<file path="src/brf_pkg.sv">
package brf_pkg;

  // Fixed-point formats: interval ends Q8.24 in 32 bits, polynomial values Q.24 in 48 bits.
  localparam int unsigned XW   = 32;
  localparam int unsigned FW   = 48;
  localparam int unsigned TOLW = 25;
  localparam int unsigned ITW  = 7;
  localparam int unsigned CIW  = 1;

  // Register indexes on the configuration port.
  localparam logic [CIW-1:0] CFG_TOLERANCE  = 1'b0;
  localparam logic [CIW-1:0] CFG_ITER_LIMIT = 1'b1;

  localparam logic [TOLW-1:0] TOL_RESET   = 25'd17;
  localparam logic [ITW-1:0]  LIMIT_RESET = 7'd50;
  localparam logic [ITW-1:0]  LIMIT_MAX   = 7'd64;

  // Constant term of the polynomial, 10.0 in Q.24.
  localparam logic signed [FW-1:0] TEN_Q24 = 48'sd167772160;

  typedef enum logic [1:0] {
    ST_CONT   = 2'd0,
    ST_ROOT   = 2'd1,
    ST_NOROOT = 2'd2,
    ST_LIMIT  = 2'd3
  } status_e;

  typedef enum logic [1:0] {
    TGT_A,
    TGT_B,
    TGT_C
  } tgt_e;

  typedef enum logic [3:0] {
    OP_NONE,
    OP_LOAD,
    OP_SQ_HI,
    OP_SQ_LO,
    OP_CU_HI,
    OP_CU_LO,
    OP_SUM,
    OP_MID,
    OP_STEP
  } dp_op_e;

  typedef struct packed {
    dp_op_e  op;
    tgt_e    tgt;
    logic    emit;
    status_e status;
    logic    last;
  } dp_cmd_t;

  typedef struct packed {
    logic sign_ab;
    logic sign_ac;
    logic root;
    logic at_limit;
    logic out_free;
  } dp_stat_t;

endpackage

</file>
<file path="src/brf_ctrl.sv">
module brf_ctrl (
  input  logic              clk_i,
  input  logic              rst_ni,
  input  logic              in_valid_i,
  output logic              in_ready_o,
  input  brf_pkg::dp_stat_t stat_i,
  output brf_pkg::dp_cmd_t  cmd_o
);
  import brf_pkg::*;

  typedef enum logic [3:0] {
    S_IDLE,
    S_SQ_HI,
    S_SQ_LO,
    S_CU_HI,
    S_CU_LO,
    S_SUM,
    S_SIGN,
    S_ROW,
    S_MID
  } state_e;

  state_e state_q, state_d;
  tgt_e   tgt_q, tgt_d;

  always_comb begin
    state_d    = state_q;
    tgt_d      = tgt_q;
    cmd_o      = '{op: OP_NONE, tgt: tgt_q, emit: 1'b0, status: ST_CONT, last: 1'b0};
    in_ready_o = 1'b0;
    unique case (state_q)
      S_IDLE: begin
        in_ready_o = 1'b1;
        if (in_valid_i) begin
          cmd_o.op = OP_LOAD;
          tgt_d    = TGT_A;
          state_d  = S_SQ_HI;
        end
      end
      S_SQ_HI: begin
        cmd_o.op = OP_SQ_HI;
        state_d  = S_SQ_LO;
      end
      S_SQ_LO: begin
        cmd_o.op = OP_SQ_LO;
        state_d  = S_CU_HI;
      end
      S_CU_HI: begin
        cmd_o.op = OP_CU_HI;
        state_d  = S_CU_LO;
      end
      S_CU_LO: begin
        cmd_o.op = OP_CU_LO;
        state_d  = S_SUM;
      end
      S_SUM: begin
        cmd_o.op = OP_SUM;
        unique case (tgt_q)
          TGT_A: begin
            tgt_d   = TGT_B;
            state_d = S_SQ_HI;
          end
          TGT_B:   state_d = S_SIGN;
          default: state_d = S_ROW;
        endcase
      end
      S_SIGN: begin
        if (!stat_i.sign_ab) begin
          if (stat_i.out_free) begin
            cmd_o.emit   = 1'b1;
            cmd_o.status = ST_NOROOT;
            cmd_o.last   = 1'b1;
            state_d      = S_IDLE;
          end
        end else begin
          cmd_o.op = OP_MID;
          tgt_d    = TGT_C;
          state_d  = S_SQ_HI;
        end
      end
      S_ROW: begin
        if (stat_i.out_free) begin
          cmd_o.emit = 1'b1;
          if (stat_i.root) begin
            cmd_o.status = ST_ROOT;
            cmd_o.last   = 1'b1;
            state_d      = S_IDLE;
          end else if (stat_i.at_limit) begin
            cmd_o.status = ST_LIMIT;
            cmd_o.last   = 1'b1;
            state_d      = S_IDLE;
          end else begin
            cmd_o.op = OP_STEP;
            state_d  = S_MID;
          end
        end
      end
      S_MID: begin
        cmd_o.op = OP_MID;
        state_d  = S_SQ_HI;
      end
      default: state_d = S_IDLE;
    endcase
  end

  always_ff @(posedge clk_i or negedge rst_ni) begin
    if (!rst_ni) begin
      state_q <= S_IDLE;
      tgt_q   <= TGT_A;
    end else begin
      state_q <= state_d;
      tgt_q   <= tgt_d;
    end
  end

endmodule

</file>
<file path="src/brf_datapath.sv">
module brf_datapath (
  input  logic                              clk_i,
  input  logic                              rst_ni,
  input  logic signed [brf_pkg::XW-1:0]     left_end_i,
  input  logic signed [brf_pkg::XW-1:0]     right_end_i,
  input  logic        [brf_pkg::TOLW-1:0]   tol_i,
  input  logic        [brf_pkg::ITW-1:0]    limit_i,
  input  brf_pkg::dp_cmd_t                  cmd_i,
  output brf_pkg::dp_stat_t                 stat_o,
  output logic                              out_valid_o,
  input  logic                              out_ready_i,
  output logic        [brf_pkg::ITW-1:0]    iteration_o,
  output logic signed [brf_pkg::XW-1:0]     lower_bound_o,
  output logic signed [brf_pkg::XW-1:0]     upper_bound_o,
  output logic signed [brf_pkg::XW-1:0]     midpoint_o,
  output logic signed [brf_pkg::FW-1:0]     f_lower_o,
  output logic signed [brf_pkg::FW-1:0]     f_upper_o,
  output logic signed [brf_pkg::FW-1:0]     f_mid_o,
  output logic        [1:0]                 status_o,
  output logic                              last_o
);
  import brf_pkg::*;

  logic signed [XW-1:0] a_q, b_q, c_q, x_q;
  logic signed [FW-1:0] fa_q, fb_q, fc_q;
  logic signed [39:0]   x2_q;
  logic signed [71:0]   acc_q;
  logic [ITW-1:0]       iter_q;
  logic                 out_valid_q;

  logic signed [39:0] mul_a;
  logic signed [16:0] mul_d;
  logic signed [56:0] prod;
  logic signed [71:0] prod_ext;
  logic signed [FW-1:0] poly;
  logic signed [XW:0]   sum_ab;
  logic signed [XW-1:0] mid;
  logic [FW-1:0]        mag_c;
  logic [ITW-1:0]       eff_limit;

  function automatic logic opposite(input logic signed [FW-1:0] p,
                                    input logic signed [FW-1:0] q);
    logic p_pos, p_neg, q_pos, q_neg;
    p_neg = p[FW-1];
    q_neg = q[FW-1];
    p_pos = !p[FW-1] && (p != '0);
    q_pos = !q[FW-1] && (q != '0);
    return (p_pos && q_neg) || (p_neg && q_pos);
  endfunction

  // Shared multiplier: 40-bit operand times a 16-bit x digit (high signed), two digits a product.
  always_comb begin
    case (cmd_i.op) inside
      OP_SQ_HI, OP_SQ_LO: mul_a = {{8{x_q[XW-1]}}, x_q};
      OP_CU_HI:           mul_a = acc_q[63:24];
      default:            mul_a = x2_q;
    endcase
    if (cmd_i.op == OP_SQ_HI || cmd_i.op == OP_CU_HI) begin
      mul_d = {x_q[XW-1], x_q[31:16]};
    end else begin
      mul_d = {1'b0, x_q[15:0]};
    end
  end

  assign prod     = mul_a * mul_d;
  assign prod_ext = {{15{prod[56]}}, prod};

  assign poly   = acc_q[71:24] + {{6{x2_q[39]}}, x2_q, 2'b00} - TEN_Q24;
  assign sum_ab = {a_q[XW-1], a_q} + {b_q[XW-1], b_q};
  assign mid    = sum_ab[XW:1];
  assign mag_c  = fc_q[FW-1] ? (~fc_q + 1'b1) : fc_q;

  always_comb begin
    if (limit_i == '0) begin
      eff_limit = 7'd1;
    end else if (limit_i > LIMIT_MAX) begin
      eff_limit = LIMIT_MAX;
    end else begin
      eff_limit = limit_i;
    end
  end

  assign stat_o.sign_ab  = opposite(fa_q, fb_q);
  assign stat_o.sign_ac  = opposite(fa_q, fc_q);
  assign stat_o.root     = mag_c < {{(FW-TOLW){1'b0}}, tol_i};
  assign stat_o.at_limit = iter_q == eff_limit;
  assign stat_o.out_free = !out_valid_q || out_ready_i;

  always_ff @(posedge clk_i) begin
    case (cmd_i.op) inside
      OP_LOAD: begin
        a_q    <= left_end_i;
        b_q    <= right_end_i;
        x_q    <= left_end_i;
        iter_q <= 7'd1;
      end
      OP_SQ_HI: acc_q <= prod_ext;
      OP_CU_HI: begin
        acc_q <= prod_ext;
        x2_q  <= acc_q[63:24];
      end
      OP_SQ_LO, OP_CU_LO: acc_q <= (acc_q <<< 16) + prod_ext;
      OP_SUM: begin
        case (cmd_i.tgt)
          TGT_A: begin
            fa_q <= poly;
            x_q  <= b_q;
          end
          TGT_B:   fb_q <= poly;
          default: fc_q <= poly;
        endcase
      end
      OP_MID: begin
        c_q <= mid;
        x_q <= mid;
      end
      OP_STEP: begin
        if (stat_o.sign_ac) begin
          b_q  <= c_q;
          fb_q <= fc_q;
        end else begin
          a_q  <= c_q;
          fa_q <= fc_q;
        end
        iter_q <= iter_q + 7'd1;
      end
      default: ;
    endcase
  end

  // Result register: a no-root row carries iteration, midpoint and f_mid as zero.
  always_ff @(posedge clk_i) begin
    if (cmd_i.emit) begin
      lower_bound_o <= a_q;
      upper_bound_o <= b_q;
      f_lower_o     <= fa_q;
      f_upper_o     <= fb_q;
      status_o      <= cmd_i.status;
      last_o        <= cmd_i.last;
      if (cmd_i.status == ST_NOROOT) begin
        iteration_o <= '0;
        midpoint_o  <= '0;
        f_mid_o     <= '0;
      end else begin
        iteration_o <= iter_q;
        midpoint_o  <= c_q;
        f_mid_o     <= fc_q;
      end
    end
  end

  always_ff @(posedge clk_i or negedge rst_ni) begin
    if (!rst_ni) begin
      out_valid_q <= 1'b0;
    end else if (cmd_i.emit) begin
      out_valid_q <= 1'b1;
    end else if (out_ready_i) begin
      out_valid_q <= 1'b0;
    end
  end

  assign out_valid_o = out_valid_q;

endmodule

</file>
<file path="src/bisection_root_finder_core.sv">
// Channel | Direction | Handshake                | Payload
// --------+-----------+--------------------------+-----------------------------------------
// input   | in        | in_valid_i / in_ready_o  | left_end_i, right_end_i
// result  | out       | out_valid_o / out_ready_i| iteration_o .. f_mid_o, status_o, last_o
// config  | in        | cfg_we_i (no wait)       | cfg_index_i, cfg_data_i
//
// One interval is handled at a time. Each polynomial value is built on the shared 40 x 17 bit
// multiplier in two digit steps each for x*x and x2*x, then the final sum. After the input
// transfer f(a) and f(b) are formed and their signs checked; a no-root row follows that check,
// while each other row follows a midpoint and its polynomial value. Reset clears the controller
// and the result valid flag; tolerance resets to 17, the limit to 50. A stalled result register
// holds the run at the next row; input is taken again once the last row has been loaded.
module bisection_root_finder_core (
  input  logic                              clk_i,
  input  logic                              rst_ni,
  input  logic                              in_valid_i,
  output logic                              in_ready_o,
  input  logic signed [brf_pkg::XW-1:0]     left_end_i,
  input  logic signed [brf_pkg::XW-1:0]     right_end_i,
  output logic                              out_valid_o,
  input  logic                              out_ready_i,
  output logic        [brf_pkg::ITW-1:0]    iteration_o,
  output logic signed [brf_pkg::XW-1:0]     lower_bound_o,
  output logic signed [brf_pkg::XW-1:0]     upper_bound_o,
  output logic signed [brf_pkg::XW-1:0]     midpoint_o,
  output logic signed [brf_pkg::FW-1:0]     f_lower_o,
  output logic signed [brf_pkg::FW-1:0]     f_upper_o,
  output logic signed [brf_pkg::FW-1:0]     f_mid_o,
  output logic        [1:0]                 status_o,
  output logic                              last_o,
  input  logic                              cfg_we_i,
  input  logic        [brf_pkg::CIW-1:0]    cfg_index_i,
  input  logic        [brf_pkg::TOLW-1:0]   cfg_data_i
);
  import brf_pkg::*;

  logic [TOLW-1:0] tol_q;
  logic [ITW-1:0]  limit_q;
  dp_cmd_t         cmd;
  dp_stat_t        stat;

  // Configuration registers. The limit keeps its raw value; the datapath clamps it to 1..64.
  always_ff @(posedge clk_i or negedge rst_ni) begin
    if (!rst_ni) begin
      tol_q   <= TOL_RESET;
      limit_q <= LIMIT_RESET;
    end else if (cfg_we_i) begin
      unique case (cfg_index_i)
        CFG_TOLERANCE:  tol_q   <= cfg_data_i;
        CFG_ITER_LIMIT: limit_q <= cfg_data_i[ITW-1:0];
        default: ;
      endcase
    end
  end

  brf_ctrl u_ctrl (
    .clk_i      (clk_i),
    .rst_ni     (rst_ni),
    .in_valid_i (in_valid_i),
    .in_ready_o (in_ready_o),
    .stat_i     (stat),
    .cmd_o      (cmd)
  );

  brf_datapath u_datapath (
    .clk_i         (clk_i),
    .rst_ni        (rst_ni),
    .left_end_i    (left_end_i),
    .right_end_i   (right_end_i),
    .tol_i         (tol_q),
    .limit_i       (limit_q),
    .cmd_i         (cmd),
    .stat_o        (stat),
    .out_valid_o   (out_valid_o),
    .out_ready_i   (out_ready_i),
    .iteration_o   (iteration_o),
    .lower_bound_o (lower_bound_o),
    .upper_bound_o (upper_bound_o),
    .midpoint_o    (midpoint_o),
    .f_lower_o     (f_lower_o),
    .f_upper_o     (f_upper_o),
    .f_mid_o       (f_mid_o),
    .status_o      (status_o),
    .last_o        (last_o)
  );

endmodule
</file>
<file path="config.mk">
export PLATFORM = sky130hd
export DESIGN_NAME = bisection_root_finder_core
export DESIGN_NICKNAME = d
export VERILOG_FILES = /design/src/brf_pkg.sv /design/src/brf_ctrl.sv /design/src/brf_datapath.sv /design/src/bisection_root_finder_core.sv
export SDC_FILE = /design/constraint.sdc
export NUM_CORES = 2
export LEC_CHECK = 0
export ABC_AREA = 1
export BUFFER_PORTS_ARGS = -buffer_cell sky130_fd_sc_hd__buf_2
export CAP_MARGIN = 15
export CORE_MARGIN = 4
export CORE_UTILIZATION = 50
export DETAILED_ROUTE_END_ITERATION = 10
export GPL_TIMING_DRIVEN = 0
export PLACE_DENSITY = 0.67
export SYNTH_ARGS = -nofsm -noshare
export SYNTH_HDL_FRONTEND = slang
export SYNTH_SLANG_ARGS = --single-unit
export TNS_END_PERCENT = 1
</file>
<file path="constraint.sdc">
create_clock -name clk_i -period 11 [get_ports clk_i]
set_input_delay 0 -clock clk_i [delete_from_list [all_inputs] [get_ports clk_i]]
set_output_delay 0 -clock clk_i [all_outputs]
set_load 0.02 [all_outputs]
</file>
==> results.yml <==
run_status:
  run_status: "complete, no violations"
clock_network:
  clock-root-buffer: "clkbuf_16"
  clk_pin_slew_worst_paths_ns: 0.07
  cts-buffers-inserted: 74
  htree_levels: 3
  clock_sinks: 680
  clock_insertion_delay_worst_skew_ns: 0.67
  clockBufferDepth: 3
  tritoncts: "yes"
layout:
  insertedDiodeCount: 0
  finish.cell_count_without_fillers: 8882
  layout-drive-gt1-share_pct: 10.9
  multi_input_logic_area_mm2: 0.0343
  fill_cells: 10600
  nets_finish: 8366
  area.sequential_mm2: 0.0202
  areaGrowthSynthToFinish_pct: 14.1
sta:
  timing.final.crit_share_pct: 98.3
  timing.final.max_slew_violations: 0
  report.final.hold_viol_count: 0
  clock_skew_ns: 0.0686
  setup_viol: 0
  worst_max_slew_margin_expressed_relative_to_the_limit_pct: 28.0
  peak_clock_frequency_supported_by_timing_ghz: 0.0925
  rsz_0062_raised_after_global_routing: "yes"
  period_minus_slack_ns: 10.81
  worstMarginPinSlew_ns: 1.08
  whs_ns: 0.0270
floorplan:
  floorplan.io_pins: 347
  initial_core_util_pct: 50.5
  die-width_um: 354
  die_h_um: 354
  floorplan.die_area_mm2: 0.125
  core-area_mm2: 0.118
  num_rows: 126
yosys:
  seq_area_frac_synth_pct: 33.8
  netlist.area_leader.share_pct: 31.9
  syn-num-nets: 7799
  synthDistinctLibCells: 63
  synth.top_cells.by_area: "edfxtp_1, fa_1, nand2_1"
  synth.avg_cell_area_um2: 8.88
  synth_top_area_cell: "edfxtp_1"
  synthArstFlopShare_pct: 5.74
  synth_edf_count: 634
  ys_warnings: 0
  syn_inst: 6723
  post_synth_instance_area_mm2: 0.0597
  dominantRegCellSynth: "edfxtp_1"
  synth.ff_latch_count: 680
placed_design:
  dp_cell_count: 8627
  count_of_input_and_output_buffers: 346
  dpl_wire_length_um: 171000
  gp_routability_congestion: 0.992
critical_path:
  timing.setup.critical_path_class: "flop to flop"
  required_ns: 11.29
  worstPathBufferInverterCount: 8
  cp_top_family: "adder cells"
  worst_path_largest_cell_delay_ns: 0.56
  critical-path-slowest-cell: "fa_1"
  endpoint_kind_of_the_worst_setup_timing_path: "flop"
  worst-path-max-fanout: 10
  timing.critical_path.from_type: "flop"
  worst-endpoint-arrival_ns: 11.10
run:
  max_cap_violations: 0
worst_hold_path:
  min-delay-path-class: "input pin to asynchronous set/reset pin"
grt:
  pin_count_of_the_biggest_net_entering_global_routing: 76
  first_pass_grt_wire_length_um: 309000
  antenna_found_initial: 2
  globalRoute.totalOverflow: 0
  global_route.usage.total_pct: 32.8
  grt_pass1_vias: 50300
detailed_routing:
  detail_route.iter0.violations: 4582
  route.detailed.wl_per_inst_um: 23.1
  detail-route-antenna-nets: 0
  detailed_route_drc_error_count: 0
  number_of_iterations_in_the_first_detailed_routing_pass: 6
  routed-via-count: 49300
  avgViaCountPerCell: 5.55
  drt_wl_total_um: 205000
==> metrics by stage <==
step	utilization, %	setup slack, ns	setup TNS [ns]	instance area (µm²)
final	57.6	0.192	0	68200
after global routing	57.6	-0.0974	-0.216	68200
after CTS	57.2	-0.0804	-0.0804	67600
after detailed placement	53.9	-0.705	-13.58	63800
after global placement	53.6	-1.61	-203.08	63400
after floorplan	-	1.90	0	59700
==> layout make-up <==
type	count	area share, %
Buffer	170	1.23
Clock buffer	94	2.98
Clock inverter	38	0.740
Inverter	1346	7.46
Multi-Input combinational cell	4527	50.4
Sequential cell	680	29.6
Tap cell	1536	2.82
Timing Repair Buffer	491	4.84
==> metal layers <==
layer	up-vias	share of wire, %	routed length, µm	track usage, %
met3	427	8.1	16500	5.65
li1	22300	-	-	-
met4	0	6.0	12200	16.5
met2	2210	47	96300	54.2
met1	24300	39	79900	41.6
met5	-	0	0	0
==> registers in the layout (all words and copies together) (netlist names), 25 cells and up <==
signal                    flops
tol_q                        25
u_datapath.a_q               32
u_datapath.acc_q             72
u_datapath.b_q               32
u_datapath.c_q               32
u_datapath.f_lower_o         48
u_datapath.f_mid_o           48
u_datapath.f_upper_o         48
u_datapath.fa_q              48
u_datapath.fb_q              48
u_datapath.fc_q              48
u_datapath.lower_bound_o     32
u_datapath.midpoint_o        32
u_datapath.upper_bound_o     32
u_datapath.x2_q              40
u_datapath.x_q               32
==> cells in the final DEF (no fill, tap or decap), drive strengths merged, types with 17 or more instances in the layout <==
master / count
nand2: 1448
inv: 1340
nor2: 745
fa: 644
edfxtp: 634
buf: 434
o21ai: 372
ha: 337
a21oi: 287
clkbuf: 222
nand3: 161
xor2: 130
dlygate4sd3: 99
xnor2: 64
nand4: 54
a31oi: 52
nor4: 44
dfrtp: 34
clkinv: 32
or2: 28
nor3: 25
o211ai: 23
a21o: 17
==> worst paths after layout <==
path                                     from                      endpoint  slack (ns)  cells after the start
max in group asynchronous              rst_ni                     tol_q[21]       10.37                      2
min in group clk_i              cfg_data_i[9]                      tol_q[9]        0.15                      4
min reg2reg                u_datapath.a_q[28]  u_datapath.lower_bound_o[28]        0.43                      0
min                                    rst_ni                    limit_q[6]        0.03                      2
max reg2reg                 u_ctrl.state_q[3]          u_datapath.acc_q[62]        0.19                     40
max                         u_ctrl.state_q[3]          u_datapath.acc_q[62]        0.19                     40
==> worst reg2reg max path: cells and delay by family (launching register included) <==
family	cells	cell delay, ns
compound gates	8	1.58
xor+xnor	2	0.72
fa+ha+maj	8	4.12
buf+inv	8	1.30
flops	1	0.41
simple gates	14	2.33
==> Yosys cell counts, types with 34 or more instances <==
cell type  count
nand2_1     1432
inv_1       1323
nor2_1       721
fa_1         644
edfxtp_1     634
o21ai_0      341
ha_1         337
a21oi_1      283
nand3_1      149
xor2_1       130
clkbuf_1     128
xnor2_1       64
a31oi_1       52
nand4_1       52
nor4_1        44
dfrtp_1       34
==> what timing repair did <==
item                       4_1_cts  5_1_grt
setup endpoints to repair       30       34
resized for setup               74      204
buffers inserted                 3       19
hold buffers                    99        0
hold endpoints to repair       169        0
pin swaps                        1       11
==> cell families after synthesis <==
| group | synth area share [%] |
|---|---|
| and+or+nand+nor | 17.3 |
| buffers and inverters | 9.64 |
| adders and majority gates | 28.6 |
| AOI/OAI and AO/OA | 7.73 |
| DFF | 33.8 |
| xor gates and xnor gates | 2.85 |
| muxes | 0.0335 |
Power is not shown: default switching activity piles up to over one toggle a cycle in this logic, so the estimate is an artifact.
